<file path="src/rtl/bmhq_pkg.sv">
// ----------------------------------------------------------------------------
// bmhq_pkg
// Shared widths, operation and status codes, and controller command/status
// types for the binary max-heap queue.
// ----------------------------------------------------------------------------
package bmhq_pkg;
	localparam int DEF_CAPACITY = 64;
	localparam int KEY_W = 32;
	localparam int CNT_OUT_W = 7;

	localparam logic [1:0] OP_INSERT = 2'd0;
	localparam logic [1:0] OP_REMOVE_MAX = 2'd1;
	localparam logic [1:0] OP_REMOVE_VAL = 2'd2;

	localparam logic [1:0] ST_OK = 2'd0;
	localparam logic [1:0] ST_FULL = 2'd1;
	localparam logic [1:0] ST_EMPTY = 2'd2;

	// Datapath micro-operations issued by the controller.
	localparam logic [3:0] DP_NOP = 4'd0;
	localparam logic [3:0] DP_LOAD = 4'd1;     // latch op/key, clear result fields
	localparam logic [3:0] DP_APPEND = 4'd2;   // write key at count, count++, pos=count
	localparam logic [3:0] DP_RD_POS = 4'd3;   // read slot pos
	localparam logic [3:0] DP_RD_PAR = 4'd4;   // capture cur, read parent
	localparam logic [3:0] DP_UP_CMP = 4'd5;   // not decoded by the datapath (no action)
	localparam logic [3:0] DP_WR_A = 4'd6;     // swap write 1 (pos <- other)
	localparam logic [3:0] DP_WR_B = 4'd7;     // swap write 2 (other <- cur), pos=other
	localparam logic [3:0] DP_RD_L = 4'd8;     // capture cur, read left child
	localparam logic [3:0] DP_RD_R = 4'd9;     // capture left, read right child
	localparam logic [3:0] DP_DN_CMP = 4'd10;  // pick larger child: other=its index, rd=its value
	localparam logic [3:0] DP_RM_LAST = 4'd11; // count--, read last slot
	localparam logic [3:0] DP_FILL = 4'd12;    // write last into pos (if pos<count)
	localparam logic [3:0] DP_SCAN_RD = 4'd13; // read slot scan index
	localparam logic [3:0] DP_SCAN_NX = 4'd14; // advance scan index
	localparam logic [3:0] DP_SET_POS0 = 4'd15;// pos=0 and set top/removed

	typedef struct packed {
		logic [3:0] cmd;
		logic       scan_clr;
		logic       save_hole;
		logic       pos_from_hole;
		logic       cnt_removed;
		logic [1:0] status;
		logic       set_status;
	} bmhq_cmd_t;

	typedef struct packed {
		logic [1:0] op;
		logic       full;
		logic       empty;
		logic       pos_zero;
		logic       up_swap;
		logic       dn_swap;
		logic       scan_done;
		logic       scan_hit;
		logic       pos_in;
	} bmhq_stat_t;
endpackage

</file>
<file path="src/rtl/bmhq_datapath.sv">
// ----------------------------------------------------------------------------
// bmhq_datapath
// Heap store memory, count, position and compare registers.
// ----------------------------------------------------------------------------
module bmhq_datapath
	import bmhq_pkg::*;
#(
	parameter int CAPACITY = DEF_CAPACITY,
	localparam int AW = (CAPACITY > 1) ? $clog2(CAPACITY) : 1,
	localparam int CW = $clog2(CAPACITY + 1)
) (
	input  logic                        clk,
	input  logic                        arst_n,
	input  bmhq_cmd_t                   cmd,
	output bmhq_stat_t                  stat,
	input  logic [1:0]                  op,
	input  logic signed [KEY_W-1:0]     key_value,
	output logic [1:0]                  status,
	output logic signed [KEY_W-1:0]     top_removed,
	output logic [CNT_OUT_W-1:0]        removed_count,
	output logic [CNT_OUT_W-1:0]        occupancy
);
	logic signed [KEY_W-1:0] mem_q [CAPACITY];
	logic signed [KEY_W-1:0] rd_q, cur_q, left_q, key_q;
	logic [CW-1:0] count_q, pos_q, other_q, scan_q, hole_q;
	logic [1:0] op_q;
	logic [CW:0] left_i, right_i;
	logic [CW-1:0] parent_i;
	logic [CW-1:0] rd_addr;
	logic rd_en, wr_en;
	logic [CW-1:0] wr_addr;
	logic signed [KEY_W-1:0] wr_data;
	logic has_l, has_r;
	logic dn_l, dn_r;

	assign left_i = {pos_q, 1'b1};
	assign right_i = {pos_q, 1'b0} + (CW+1)'(2);
	assign parent_i = (pos_q - CW'(1)) >> 1;
	assign has_l = left_i < {1'b0, count_q};
	assign has_r = right_i < {1'b0, count_q};

	// The right child wins only when strictly larger than both others.
	assign dn_r = has_r && rd_q > cur_q && (!has_l || rd_q > left_q);
	assign dn_l = has_l && left_q > cur_q && !dn_r;

	// The read register loads on read commands, and on the down compare when the
	// left child wins, so a fetched word is held for the compare cycles that follow.
	always_comb begin
		rd_en = 1'b0;
		rd_addr = pos_q;
		wr_en = 1'b0;
		wr_addr = pos_q;
		wr_data = cur_q;
		unique case (cmd.cmd)
			DP_RD_POS: rd_en = 1'b1;
			DP_RD_PAR: begin
				rd_en = 1'b1; rd_addr = parent_i;
			end
			DP_RD_L: begin
				rd_en = 1'b1; rd_addr = left_i[CW-1:0];
			end
			DP_RD_R: begin
				rd_en = 1'b1; rd_addr = right_i[CW-1:0];
			end
			DP_RM_LAST: begin
				rd_en = 1'b1; rd_addr = count_q - CW'(1);
			end
			DP_SCAN_RD: begin
				rd_en = 1'b1; rd_addr = scan_q;
			end
			DP_APPEND: begin
				wr_en = 1'b1; wr_addr = count_q; wr_data = key_q;
			end
			DP_WR_A: begin
				wr_en = 1'b1; wr_addr = pos_q; wr_data = rd_q;
			end
			DP_WR_B: begin
				wr_en = 1'b1; wr_addr = other_q; wr_data = cur_q;
			end
			DP_FILL: begin
				wr_en = pos_q < count_q; wr_addr = pos_q; wr_data = rd_q;
			end
			default: ;
		endcase
	end

	always_ff @(posedge clk) begin
		if (rd_en)
			rd_q <= mem_q[rd_addr[AW-1:0]];
		else if (cmd.cmd == DP_DN_CMP && dn_l)
			rd_q <= left_q;
		if (wr_en)
			mem_q[wr_addr[AW-1:0]] <= wr_data;
	end

	always_ff @(posedge clk or negedge arst_n) begin
		if (!arst_n) begin
			count_q <= '0;
			status <= ST_OK;
			removed_count <= '0;
			top_removed <= '0;
		end else begin
			if (cmd.set_status)
				status <= cmd.status;
			if (cmd.cnt_removed)
				removed_count <= removed_count + CNT_OUT_W'(1);
			unique case (cmd.cmd)
				DP_LOAD: begin
					removed_count <= '0;
					top_removed <= '0;
					status <= ST_OK;
				end
				DP_APPEND: count_q <= count_q + CW'(1);
				DP_RM_LAST: count_q <= count_q - CW'(1);
				DP_SET_POS0: top_removed <= rd_q;
				default: ;
			endcase
		end
	end

	always_ff @(posedge clk) begin
		if (cmd.scan_clr)
			scan_q <= '0;
		if (cmd.save_hole)
			hole_q <= scan_q;
		if (cmd.pos_from_hole)
			pos_q <= hole_q;
		unique case (cmd.cmd)
			DP_LOAD: begin
				op_q <= op; key_q <= key_value;
			end
			DP_APPEND: pos_q <= count_q;
			DP_RD_PAR: begin
				cur_q <= rd_q; other_q <= parent_i;
			end
			DP_RD_L: cur_q <= rd_q;
			DP_RD_R: left_q <= rd_q;
			DP_DN_CMP: begin
				if (dn_l)
					other_q <= left_i[CW-1:0];
				else
					other_q <= right_i[CW-1:0];
			end
			DP_WR_B: pos_q <= other_q;
			DP_SCAN_NX: scan_q <= scan_q + CW'(1);
			DP_SET_POS0: pos_q <= '0;
			default: ;
		endcase
	end

	assign stat.op = op_q;
	assign stat.full = count_q >= CW'(CAPACITY);
	assign stat.empty = count_q == '0;
	assign stat.pos_zero = pos_q == '0;
	assign stat.up_swap = cur_q > rd_q;
	assign stat.dn_swap = dn_l || dn_r;
	assign stat.scan_done = scan_q >= count_q;
	assign stat.scan_hit = rd_q == key_q;
	assign stat.pos_in = pos_q < count_q;
	assign occupancy = CNT_OUT_W'(count_q);
endmodule

</file>
<file path="src/rtl/bmhq_ctrl.sv">
// ----------------------------------------------------------------------------
// bmhq_ctrl
// Sequencer for insert, remove-max and remove-value operations.
// ----------------------------------------------------------------------------
module bmhq_ctrl
	import bmhq_pkg::*;
(
	input  logic       clk,
	input  logic       arst_n,
	input  logic       start,
	output logic       busy,
	output logic       done,
	output bmhq_cmd_t  cmd,
	input  bmhq_stat_t stat
);
	localparam logic [4:0] S_IDLE = 5'd0, S_DISP = 5'd1, S_UP_RD = 5'd2,
		S_UP_PAR = 5'd3, S_UP_CMP = 5'd4, S_UP_WB = 5'd5, S_DN_RD = 5'd6,
		S_DN_L = 5'd7, S_DN_R = 5'd8, S_DN_CMP = 5'd9, S_DN_DEC = 5'd10,
		S_DN_WB = 5'd11, S_RM_TOP = 5'd12, S_RM_LAST = 5'd13, S_RM_FILL = 5'd14,
		S_SC_RD = 5'd15, S_SC_CMP = 5'd16, S_DONE = 5'd17, S_RM_POS = 5'd18,
		S_UP_DEC = 5'd19;

	logic [4:0] state_q, state_d;
	logic rv_q, rv_d; // remove-value in progress: return to scan after sifts

	always_comb begin
		state_d = state_q;
		rv_d = rv_q;
		cmd = '0;
		cmd.cmd = DP_NOP;
		unique case (state_q)
			S_IDLE: if (start) begin
				cmd.cmd = DP_LOAD; state_d = S_DISP; rv_d = 1'b0;
			end
			S_DISP: begin
				priority if (stat.op == OP_INSERT) begin
					if (stat.full) begin
						cmd.set_status = 1'b1; cmd.status = ST_FULL; state_d = S_DONE;
					end else begin
						cmd.cmd = DP_APPEND; state_d = S_UP_RD;
					end
				end else if (stat.op == OP_REMOVE_MAX) begin
					if (stat.empty) begin
						cmd.set_status = 1'b1; cmd.status = ST_EMPTY; state_d = S_DONE;
					end else begin
						cmd.cmd = DP_SET_POS0; state_d = S_RM_TOP;
					end
				end else if (stat.op == OP_REMOVE_VAL) begin
					if (stat.empty) begin
						cmd.set_status = 1'b1; cmd.status = ST_EMPTY; state_d = S_DONE;
					end else begin
						cmd.scan_clr = 1'b1; rv_d = 1'b1; state_d = S_SC_RD;
					end
				end else begin
					state_d = S_DONE;
				end
			end
			// S_DISP set pos to 0; the root read at pos 0 is issued here.
			S_RM_TOP: begin
				cmd.cmd = DP_RD_POS; state_d = S_RM_POS;
			end
			S_RM_POS: begin
				cmd.cmd = DP_SET_POS0; cmd.cnt_removed = 1'b1; state_d = S_RM_LAST;
			end
			S_RM_LAST: begin
				cmd.cmd = DP_RM_LAST; state_d = S_RM_FILL;
			end
			S_RM_FILL: begin
				cmd.cmd = DP_FILL;
				state_d = S_DN_RD;
			end
			S_DN_RD: begin
				if (!stat.pos_in) state_d = rv_q ? S_SC_RD : S_DONE;
				else begin
					cmd.cmd = DP_RD_POS; state_d = S_DN_L;
				end
			end
			S_DN_L: begin
				cmd.cmd = DP_RD_L; state_d = S_DN_R;
			end
			S_DN_R: begin
				cmd.cmd = DP_RD_R; state_d = S_DN_DEC;
			end
			S_DN_DEC: begin
				if (stat.dn_swap) begin
					cmd.cmd = DP_DN_CMP; state_d = S_DN_CMP;
				end else begin
					state_d = S_UP_RD;
				end
			end
			S_DN_CMP: begin
				cmd.cmd = DP_WR_A; state_d = S_DN_WB;
			end
			S_DN_WB: begin
				cmd.cmd = DP_WR_B; state_d = S_DN_RD;
			end
			S_UP_RD: begin
				if (stat.pos_zero || !stat.pos_in) state_d = rv_q ? S_SC_RD : S_DONE;
				else begin
					cmd.cmd = DP_RD_POS; state_d = S_UP_PAR;
				end
			end
			S_UP_PAR: begin
				cmd.cmd = DP_RD_PAR; state_d = S_UP_CMP;
			end
			S_UP_CMP: state_d = S_UP_DEC;
			S_UP_DEC: begin
				if (stat.up_swap) begin
					cmd.cmd = DP_WR_A; state_d = S_UP_WB;
				end else begin
					state_d = rv_q ? S_SC_RD : S_DONE;
				end
			end
			S_UP_WB: begin
				cmd.cmd = DP_WR_B; state_d = S_UP_RD;
			end
			S_SC_RD: begin
				if (stat.scan_done) state_d = S_DONE;
				else begin
					cmd.cmd = DP_SCAN_RD; state_d = S_SC_CMP;
				end
			end
			S_SC_CMP: begin
				if (stat.scan_hit) begin
					cmd.save_hole = 1'b1; cmd.cnt_removed = 1'b1;
					cmd.scan_clr = 1'b1; state_d = S_RM_POS;
				end else begin
					cmd.cmd = DP_SCAN_NX; state_d = S_SC_RD;
				end
			end
			S_DONE: state_d = S_IDLE;
			default: state_d = S_IDLE;
		endcase
		// Remove-value reuses the remove path with the hole as position.
		if (state_q == S_RM_POS && rv_q) begin
			cmd.cmd = DP_NOP; cmd.cnt_removed = 1'b0; cmd.pos_from_hole = 1'b1;
		end
	end

	always_ff @(posedge clk or negedge arst_n) begin
		if (!arst_n) begin
			state_q <= S_IDLE;
			rv_q <= 1'b0;
		end else begin
			state_q <= state_d;
			rv_q <= rv_d;
		end
	end

	assign busy = state_q != S_IDLE;
	assign done = state_q == S_DONE;
endmodule

</file>
<file path="src/rtl/binary_max_heap_queue.sv">
// ----------------------------------------------------------------------------
// binary_max_heap_queue
// Binary max-heap priority queue with insert, remove-max and remove-value.
// ----------------------------------------------------------------------------
// Insert sifts the new key up one level at a time; remove-max refills the
// root from the last slot and sifts it down, then up, one level at a time.
// Remove-value rescans the store for each match, reading entries in order,
// plus a remove per match. One request at a time; busy is high while it runs.
// The result beat is shown for one cycle on done; the receiver cannot stall.
// Reset clears the count and controller; the store needs no clearing.
module binary_max_heap_queue
	import bmhq_pkg::*;
#(
	parameter int CAPACITY = DEF_CAPACITY
) (
	input  logic                    clk,
	input  logic                    arst_n,
	input  logic                    start,
	output logic                    busy,
	output logic                    done,
	input  logic [1:0]              op,
	input  logic signed [KEY_W-1:0] key_value,
	output logic [1:0]              status,
	output logic signed [KEY_W-1:0] top_removed,
	output logic [CNT_OUT_W-1:0]    removed_count,
	output logic [CNT_OUT_W-1:0]    occupancy
);
	bmhq_cmd_t cmd;
	bmhq_stat_t stat;

	// The controller sequences memory reads, compares and swaps.
	bmhq_ctrl u_ctrl (
		.clk(clk), .arst_n(arst_n), .start(start), .busy(busy), .done(done),
		.cmd(cmd), .stat(stat)
	);

	// The datapath holds the store, count and working registers.
	bmhq_datapath #(.CAPACITY(CAPACITY)) u_dp (
		.clk(clk), .arst_n(arst_n), .cmd(cmd), .stat(stat), .op(op),
		.key_value(key_value), .status(status), .top_removed(top_removed),
		.removed_count(removed_count), .occupancy(occupancy)
	);
endmodule
</file>
<file path="config.mk">
export PLATFORM = sky130hd
export DESIGN_NAME = binary_max_heap_queue
export DESIGN_NICKNAME = d
export VERILOG_FILES = /design/src/rtl/bmhq_pkg.sv /design/src/rtl/bmhq_datapath.sv /design/src/rtl/bmhq_ctrl.sv /design/src/rtl/binary_max_heap_queue.sv
export SDC_FILE = /design/constraint.sdc
export NUM_CORES = 2
export LEC_CHECK = 0
export ABC_AREA = 0
export BUFFER_PORTS_ARGS = -buffer_cell sky130_fd_sc_hd__buf_4
export CORE_MARGIN = 2
export CORE_UTILIZATION = 60
export CTS_CLUSTER_DIAMETER = 60
export DETAILED_ROUTE_END_ITERATION = 16
export PLACE_DENSITY = 0.84
export SLEW_MARGIN = 10
export SYNTH_ARGS = -nofsm -noshare
export SYNTH_HDL_FRONTEND = slang
export SYNTH_SLANG_ARGS = --single-unit
export TNS_END_PERCENT = 50
</file>
<file path="constraint.sdc">
create_clock -name clk -period 12.4 [get_ports clk]
set_clock_uncertainty 0.2 [all_clocks]
set_input_delay 0.62 -clock clk [delete_from_list [all_inputs] [get_ports clk]]
set_output_delay 0.62 -clock clk [all_outputs]
set_load 0.01 [all_outputs]
</file>
After elaboration in Yosys (flattened, before gate mapping):

Memory sizes are Yosys's and may differ from the RTL's.
Index checks and enable logic that the tools add are counted.
Widths: inputs -> output; s select.

* mux-type cells: 71
* magnitude comparators: 9
* $add $sub $neg: 6
* equality and inequality tests: 41
* reductions and logical operators: 33

Operator list (count)
* $gt 32x32->1: 4
* $pmux 32 s2: 2
* $pmux 5 s18: 1
* $pmux 4 s17: 1
* $mux 32: 2
* $mux 5: 12
* $mux 7: 6
* $eq 5x4->1 const B: 8
* $eq 32x32->1: 1
* $eq 4x4->1 const B: 8
* $mux 4: 8
* $pmux 6 s5: 1
* $pmux 7 s2: 2
* $add 7x1->7 const B: 3
* $pmux 7 s3: 1
* $eq 5x3->1 const B: 4
* $eq 5x5->1 const B: 4
* $mux 3: 6
* $lt 8x7->1: 2
* $mux 1: 16
* $mux 2: 8
* $reduce_bool 2->1: 8
* $logic_not 7->1: 2
* $sub 7x1->7 const B: 2
* other kinds (26): 48

* bits in writable memories: 2048
* output and inout port bits: 50
* flip-flop bits (word level): 212
* memories kept: 1
* input bits: 37

Memories
* u_dp.mem_q: depth 64, width 32, rd ports 1, clocked after memory_dff 0, wr ports 1, RTL line bmhq_datapath.sv:23 `logic signed [KEY_W-1:0] mem_q [CAPACITY];`

Depth between registers and ports, before layout:

* depth after elaboration: 15
* gate-level depth with buffers: 24

By module:

Synthesis repeated with hierarchy kept, for this count alone.

* cell total of the unflattened synthesis: 6555
* area, all modules: 93148.1 um^2

Modules (own cells, without submodules)
* bmhq_datapath: instances 1, area each 92093.3 um^2, sequential area each 67444.7 um^2, cells an instance 6402
* bmhq_ctrl: instances 1, area each 1054.8 um^2, sequential area each 150.1 um^2, cells an instance 153

Least setup slack after synthesis:

OpenSTA, ideal clock, no wires.

* path type: register to register
* start: register u_dp.rd_q[14]
* end: memory u_dp.mem_q[10][0] (enable)
* cell stages (with the launch flop): 18
* buffers on the path: 1
* setup slack: 6534 ps
* arrival time: 5244 ps
* cells stage by stage: edfxtp_1 inv_1 ha_1 a21oi_1 nand2_1 a221o_1 or3_1 a221oi_2 nor4b_2 a21o_1 a21oi_1 a21bo_2 or4_1 clkbuf_1 o211a_1 a21oi_1 nand2_1 nor2_1

* longest elaborated chain between the ends: 14

RTL lines
* from (decl): RTL line bmhq_datapath.sv:24 `logic signed [KEY_W-1:0] rd_q, cur_q, left_q, key_q;`
* from (signal assigned): RTL line bmhq_datapath.sv:89 `rd_q <= mem_q[rd_addr[AW-1:0]];`
* from (signal assigned): RTL line bmhq_datapath.sv:91 `rd_q <= left_q;`
* $gt 32x32->1: RTL line bmhq_datapath.sv:43 `assign dn_r = has_r && rd_q > cur_q && (!has_l || rd_q > left_q);`
* $logic_and 1x1->1 / $logic_or 1x1->1 (equally long branches): RTL line bmhq_datapath.sv:43
* $logic_and 1x1->1: RTL line bmhq_datapath.sv:43
* $logic_not 1->1: RTL line bmhq_datapath.sv:44 `assign dn_l = has_l && left_q > cur_q && !dn_r;`
* $logic_and 1x1->1: RTL line bmhq_datapath.sv:44
* $logic_or 1x1->1: RTL line bmhq_datapath.sv:156 `assign stat.dn_swap = dn_l || dn_r;`
* $mux 4: RTL line bmhq_ctrl.sv:85 `if (stat.dn_swap) begin`
* $pmux 4 s17 (*): RTL line bmhq_ctrl.sv:31 `unique case (state_q)`
* $mux 4 (*): RTL line bmhq_ctrl.sv:135 `if (state_q == S_RM_POS && rv_q) begin`
* $eq 4x3->1 / $eq 4x2->1 (equally long branches): RTL line bmhq_datapath.sv:54 `unique case (cmd.cmd)`
* $reduce_or 3->1 (no source line)
* $pmux 1 s2: RTL line bmhq_datapath.sv:54
* $mux 1: RTL line bmhq_datapath.sv:92 `if (wr_en)`
* $mux 1 (not written as such): RTL line bmhq_datapath.sv:93 `mem_q[wr_addr[AW-1:0]] <= wr_data;`
* to (decl): RTL line bmhq_datapath.sv:23

Every way passes the cells marked *; elsewhere a longest branch is shown, timed or not.

Worst setup path after layout:

* start: register u_dp.rd_q[10]
* end: register u_dp.rd_q[3] (data pin)

* longest elaborated chain between the ends: 13

RTL lines
* $gt 32x32->1: RTL line bmhq_datapath.sv:43
* $logic_and 1x1->1 / $logic_or 1x1->1 (equally long branches): RTL line bmhq_datapath.sv:43
* $logic_and 1x1->1: RTL line bmhq_datapath.sv:43
* $logic_not 1->1: RTL line bmhq_datapath.sv:44
* $logic_and 1x1->1: RTL line bmhq_datapath.sv:44
* $logic_or 1x1->1: RTL line bmhq_datapath.sv:156
* $mux 4: RTL line bmhq_ctrl.sv:85
* $pmux 4 s17 (*): RTL line bmhq_ctrl.sv:31
* $mux 4 (*): RTL line bmhq_ctrl.sv:135
* $eq 4x4->1, or another cell as far along: RTL line bmhq_datapath.sv:54
* $pmux 6 s5 / $reduce_or 6->1 (equally long branches)
* $mem_v2 64x32 / $mux 1 (equally long branches)
* $mux 32 (*): RTL line bmhq_datapath.sv:88 `if (rd_en)`

Marks and branches as above.
A chain may end at the register's enable or synchronous reset.

==> impl_summary.log <==
INFO  metric clk_transition_reported_paths = 0.07 ns
INFO  metric drt_pass1_iterations = 8
INFO  metric mappedNetlistArea = 92500 sq um
INFO  metric num-fill-cells = 9527
INFO  metric power_switching = 11500 uW
INFO  metric drt-wirelength-per-cell = 31.2 microns
INFO  metric power.density_cell_area = 272 nW/um^2
INFO  metric global_route.overflow_total = 0
INFO  metric numCtsBuffers = 207
INFO  metric fp.dieW = 397 microns
INFO  metric detailedPlacementHpwl = 151000 microns
INFO  metric min_period_over_period = 72.1%
INFO  metric clkPwrFrac = 22.3%
INFO  metric ioPinCount = 87
INFO  metric slew_violations = 0
INFO  metric p_sw_share = 41.4%
INFO  metric initial_antenna_violation_count = 10
INFO  metric crit_path_top_delay_cell = sky130_fd_sc_hd__nor3_1
INFO  metric netlist-cell-type-count = 82
INFO  metric synthCells = 6399
INFO  metric share_seq_of_total_power = 37.6%
INFO  metric cp_common_cell = sky130_fd_sc_hd__nor3_1
INFO  metric max-slew-margin-rel = 9.20%
INFO  metric largest_incremental_delay_on_the_critical_path = 1.03 ns
INFO  metric worst-path-max-fanout = 110
INFO  metric grt_pass1_vias = 59000
INFO  metric starting_utilization_of_the_core_area = 60.2%
INFO  metric grt_use_total = 34.2%
INFO  metric ys.warnings.count = 0
INFO  metric routed_wl = 273000 microns
INFO  metric share_of_the_core_filled_with_cells = 66.8%
INFO  metric placeableCoreArea = 154000 sq um
INFO  metric number_of_endpoints_with_negative_hold_slack_in_the_final_report = 0
INFO  metric cts_tree = done
INFO  metric postRouteAntennaNets = 0
INFO  metric fp-row-count = 144
INFO  metric criticalPathCategory = reg -> reg
INFO  metric transition_time_at_the_pin_with_the_least_slew_margin = 1.36 ns
INFO  metric syn_to_final_growth = 10.8%
INFO  metric cts.sink_count = 2260
INFO  metric ys_seq_elements = 2260
INFO  metric synth_seq_area_share = 73.1%
INFO  metric max_cap_viol_count = 0
INFO  metric critical_path.top_delay_family = simple AND/OR/NAND/NOR gates
INFO  metric cts_htree_levels = 4
INFO  metric timing.critical_path.to_type = register
INFO  metric status = complete, no violations
INFO  metric cts_root_buffer = sky130_fd_sc_hd__clkbuf_16
INFO  metric clk_latency = 0.87 ns
INFO  metric cp_cell_sequence = inv_1 > ha_1 > nand4_1 > nor2_1 > a221o_1 > or3_1 > a221oi_2 > a211oi_1 > or4b_4 > a211o_1 > o211ai_4 > mux2_8 > buf_12 > buf_4 > mux2i_1 > o22ai_1 > nor4_1 > nor3_1 > nor3_1 > a21oi_1
INFO  metric drc = 0
INFO  metric synthArstFlopShare = 2.39%
INFO  metric peakVddDrop = 0.000317 V
INFO  metric p_comb_share = 40.1%
INFO  metric cp_num_buf_inv = 3
INFO  metric worst-endpoint-arrival = 9.30 ns
INFO  metric globalplace.congestion = 0.984
INFO  metric die_height = 397 microns
INFO  metric grt_setup_unrepaired = false
INFO  metric syn_avg_cell_area = 14.5 sq um
INFO  metric post_cts_resized = 0
INFO  metric maxClockFrequency = 112 MHz
INFO  metric finalSetupViolations = 0
INFO  metric finalSetupTns = 0 ns
INFO  metric synth_enable_flop_cells = 2206
INFO  metric synth_flop_cell = sky130_fd_sc_hd__edfxtp_1
INFO  metric holdCritPathClass = in -> reg
INFO  metric cp-start-kind = register
INFO  metric timing.final.crit_period = 8.94 ns
INFO  metric die_area = 157000 sq um
INFO  metric crit_required = 12.77 ns
INFO  metric first_iter_violations = 11800
INFO  metric grt_first_pass_wirelength = 390000 microns
INFO  metric vias_per_cell = 6.95
INFO  metric detailroute.via_count = 60800
INFO  metric final_net_count = 6689
INFO  metric maximum_number_of_pins_on_one_net_before_global_route_repair = 150
INFO  metric final_layout_size_suffix_gt1_share = 10.5%
INFO  metric leakagePower = 0.0356 uW
INFO  metric port-buffer-count = 86
INFO  metric internal-power = 16300 uW
INFO  metric cts_max_path_buffers = 3
INFO  metric net_count_synth = 6563
[synth_stat cells (31+ instances only)]
cell type / instances / share of area, %
sky130_fd_sc_hd__buf_6: 49 / 0.60
sky130_fd_sc_hd__nor2_1: 228 / 0.93
sky130_fd_sc_hd__nor4_1: 186 / 1.3
sky130_fd_sc_hd__xnor2_1: 60 / 0.57
sky130_fd_sc_hd__ha_1: 127 / 1.7
sky130_fd_sc_hd__mux2i_1: 503 / 5.4
sky130_fd_sc_hd__nand4_1: 31 / 0.21
sky130_fd_sc_hd__dfrtp_1: 54 / 1.5
sky130_fd_sc_hd__a21oi_1: 606 / 3.3
sky130_fd_sc_hd__buf_2: 114 / 0.62
sky130_fd_sc_hd__clkbuf_1: 144 / 0.58
sky130_fd_sc_hd__edfxtp_1: 2206 / 72
sky130_fd_sc_hd__o22ai_1: 272 / 1.8
sky130_fd_sc_hd__nand2_1: 1110 / 4.5
sky130_fd_sc_hd__inv_1: 124 / 0.50
sky130_fd_sc_hd__buf_4: 39 / 0.32
sky130_fd_sc_hd__a221o_1: 35 / 0.38
sky130_fd_sc_hd__nor3_1: 88 / 0.48
sky130_fd_sc_hd__o21ai_0: 69 / 0.37
[registers in the layout, summed over array words and instances, names as in the netlist, 32 cells and up]
register,count
u_dp.rd_q,32
u_dp.cur_q,32
u_dp.left_q,32
u_dp.key_q,32
u_dp.mem_q,2048
u_dp.top_removed,32
[final cells by class]
| type | count | area [sq um] | share of cell area (%) |
|---|---|---|---|
| diodes | 5 | 12.5 | 0.0122 |
| repair buffers | 284 | 2360 | 2.30 |
| clock inverters | 124 | 1130 | 1.10 |
| flip-flops and latches | 2260 | 67600 | 65.9 |
| inverters | 125 | 469 | 0.458 |
| clock buffers | 253 | 5400 | 5.26 |
| well taps | 2044 | 2560 | 2.50 |
| multi-input cells | 3647 | 23000 | 22.4 |
[path summary, 6_finish.rpt]
| check | from | end | slack, ns | depth (start not counted) |
|---|---|---|---|---|
| max | u_dp.rd_q[10] | u_dp.rd_q[3] | 3.46 | 20 |
| min | start | u_ctrl.state_q[0] | 0.12 | 5 |
| max reg2reg | u_dp.rd_q[10] | u_dp.rd_q[3] | 3.46 | 20 |
| min reg2reg | u_dp.hole_q[5] | u_dp.pos_q[5] | 0.32 | 2 |
| max in group asynchronous | arst_n | u_dp.top_removed[16] | 11.34 | 2 |
| min in group asynchronous | arst_n | u_dp.occupancy[5] | 0.16 | 2 |
[metal layers]
metal,share of wire (%),track usage (%),vias to the layer above
met2,45,52.0,5763
met5,0.014,0,-
met1,33,44.2,29400
met4,6.8,20.6,6
li1,-,-,24500
met3,16,9.64,1031
[worst register-to-register path, delay by kind of cell (launching register included)]
| kind | cells | cell delay, ns |
|---|---|---|
| and+or+nand+nor | 7 | 3.04 |
| AOI/OAI and AO/OA | 7 | 1.88 |
| buffers and inverters | 3 | 1.47 |
| muxes | 2 | 1.08 |
| DFF | 1 | 0.64 |
| adders and majority gates | 1 | 0.32 |
[timing repair]
| action | 4_1_cts | 5_1_grt |
|---|---|---|
| hold endpoints to repair | 88 | 0 |
| buffers inserted | 0 | 0 |
| hold buffers | 35 | 0 |
[cell families after synthesis]
family	after synthesis	share of synthesized area [%]
XOR/XNOR	69	0.653
flip-flops	2260	73.1
AO/OA/AOI/OAI	1165	7.47
AND/OR/NAND/NOR	1743	8.08
adder cells (fa/ha/maj)	127	1.72
multiplexers	543	6.18
buffers and inverters	492	2.82
[power groups by stage]
stage / registers (uW) / logic (uW) / clock network [uW]
6_report: 10500 / 11200 / 6210
5_1_grt: 10500 / 11400 / 6470
4_1_cts: 10400 / 10600 / 6190
3_5_place_dp: 10600 / 10500 / 0
3_3_place_gp: 10600 / 10200 / 0
2_1_floorplan: 10500 / 6400 / 0
[cell usage in the layout (no fill, tap or decap), types with 12 or more instances in the layout]
cell,instances
sky130_fd_sc_hd__clkinv_1,52
sky130_fd_sc_hd__mux2i_1,501
sky130_fd_sc_hd__nor2_1,163
sky130_fd_sc_hd__clkinv_2,32
sky130_fd_sc_hd__o21ai_0,69
sky130_fd_sc_hd__ha_1,127
sky130_fd_sc_hd__mux2_2,19
sky130_fd_sc_hd__edfxtp_1,2206
sky130_fd_sc_hd__o22ai_1,272
sky130_fd_sc_hd__mux4_2,20
sky130_fd_sc_hd__o21ai_1,15
sky130_fd_sc_hd__o41ai_1,27
sky130_fd_sc_hd__inv_1,123
sky130_fd_sc_hd__a21o_1,12
sky130_fd_sc_hd__nand3_1,29
sky130_fd_sc_hd__nor2_4,64
sky130_fd_sc_hd__nand4_1,31
sky130_fd_sc_hd__a31oi_1,20
sky130_fd_sc_hd__bufinv_16,13
sky130_fd_sc_hd__clkbuf_16,209
sky130_fd_sc_hd__nor3_1,87
sky130_fd_sc_hd__a21oi_1,606
sky130_fd_sc_hd__nand2_1,1109
sky130_fd_sc_hd__clkbuf_1,44
sky130_fd_sc_hd__xnor2_1,60
sky130_fd_sc_hd__a221o_2,30
sky130_fd_sc_hd__buf_4,238
sky130_fd_sc_hd__nor4_1,178
sky130_fd_sc_hd__a2111oi_0,17
sky130_fd_sc_hd__dfrtp_1,54
sky130_fd_sc_hd__dlygate4sd3_1,35
[stage by stage]
step	power (uW)	instances	cell area (sq um)	setup WS, ns	hold WS (ns)
6_report	27800	8742	102000	3.46	0.125
5_1_grt	28400	8737	102000	3.40	0.179
4_1_cts	27200	8737	102000	3.92	0.0946
3_5_place_dp	21100	8325	95600	4.07	0.312
3_3_place_gp	20700	8325	95600	4.11	0.301
2_1_floorplan	16900	6399	92500	6.53	0.124
(Power assumes the default switching activity.)
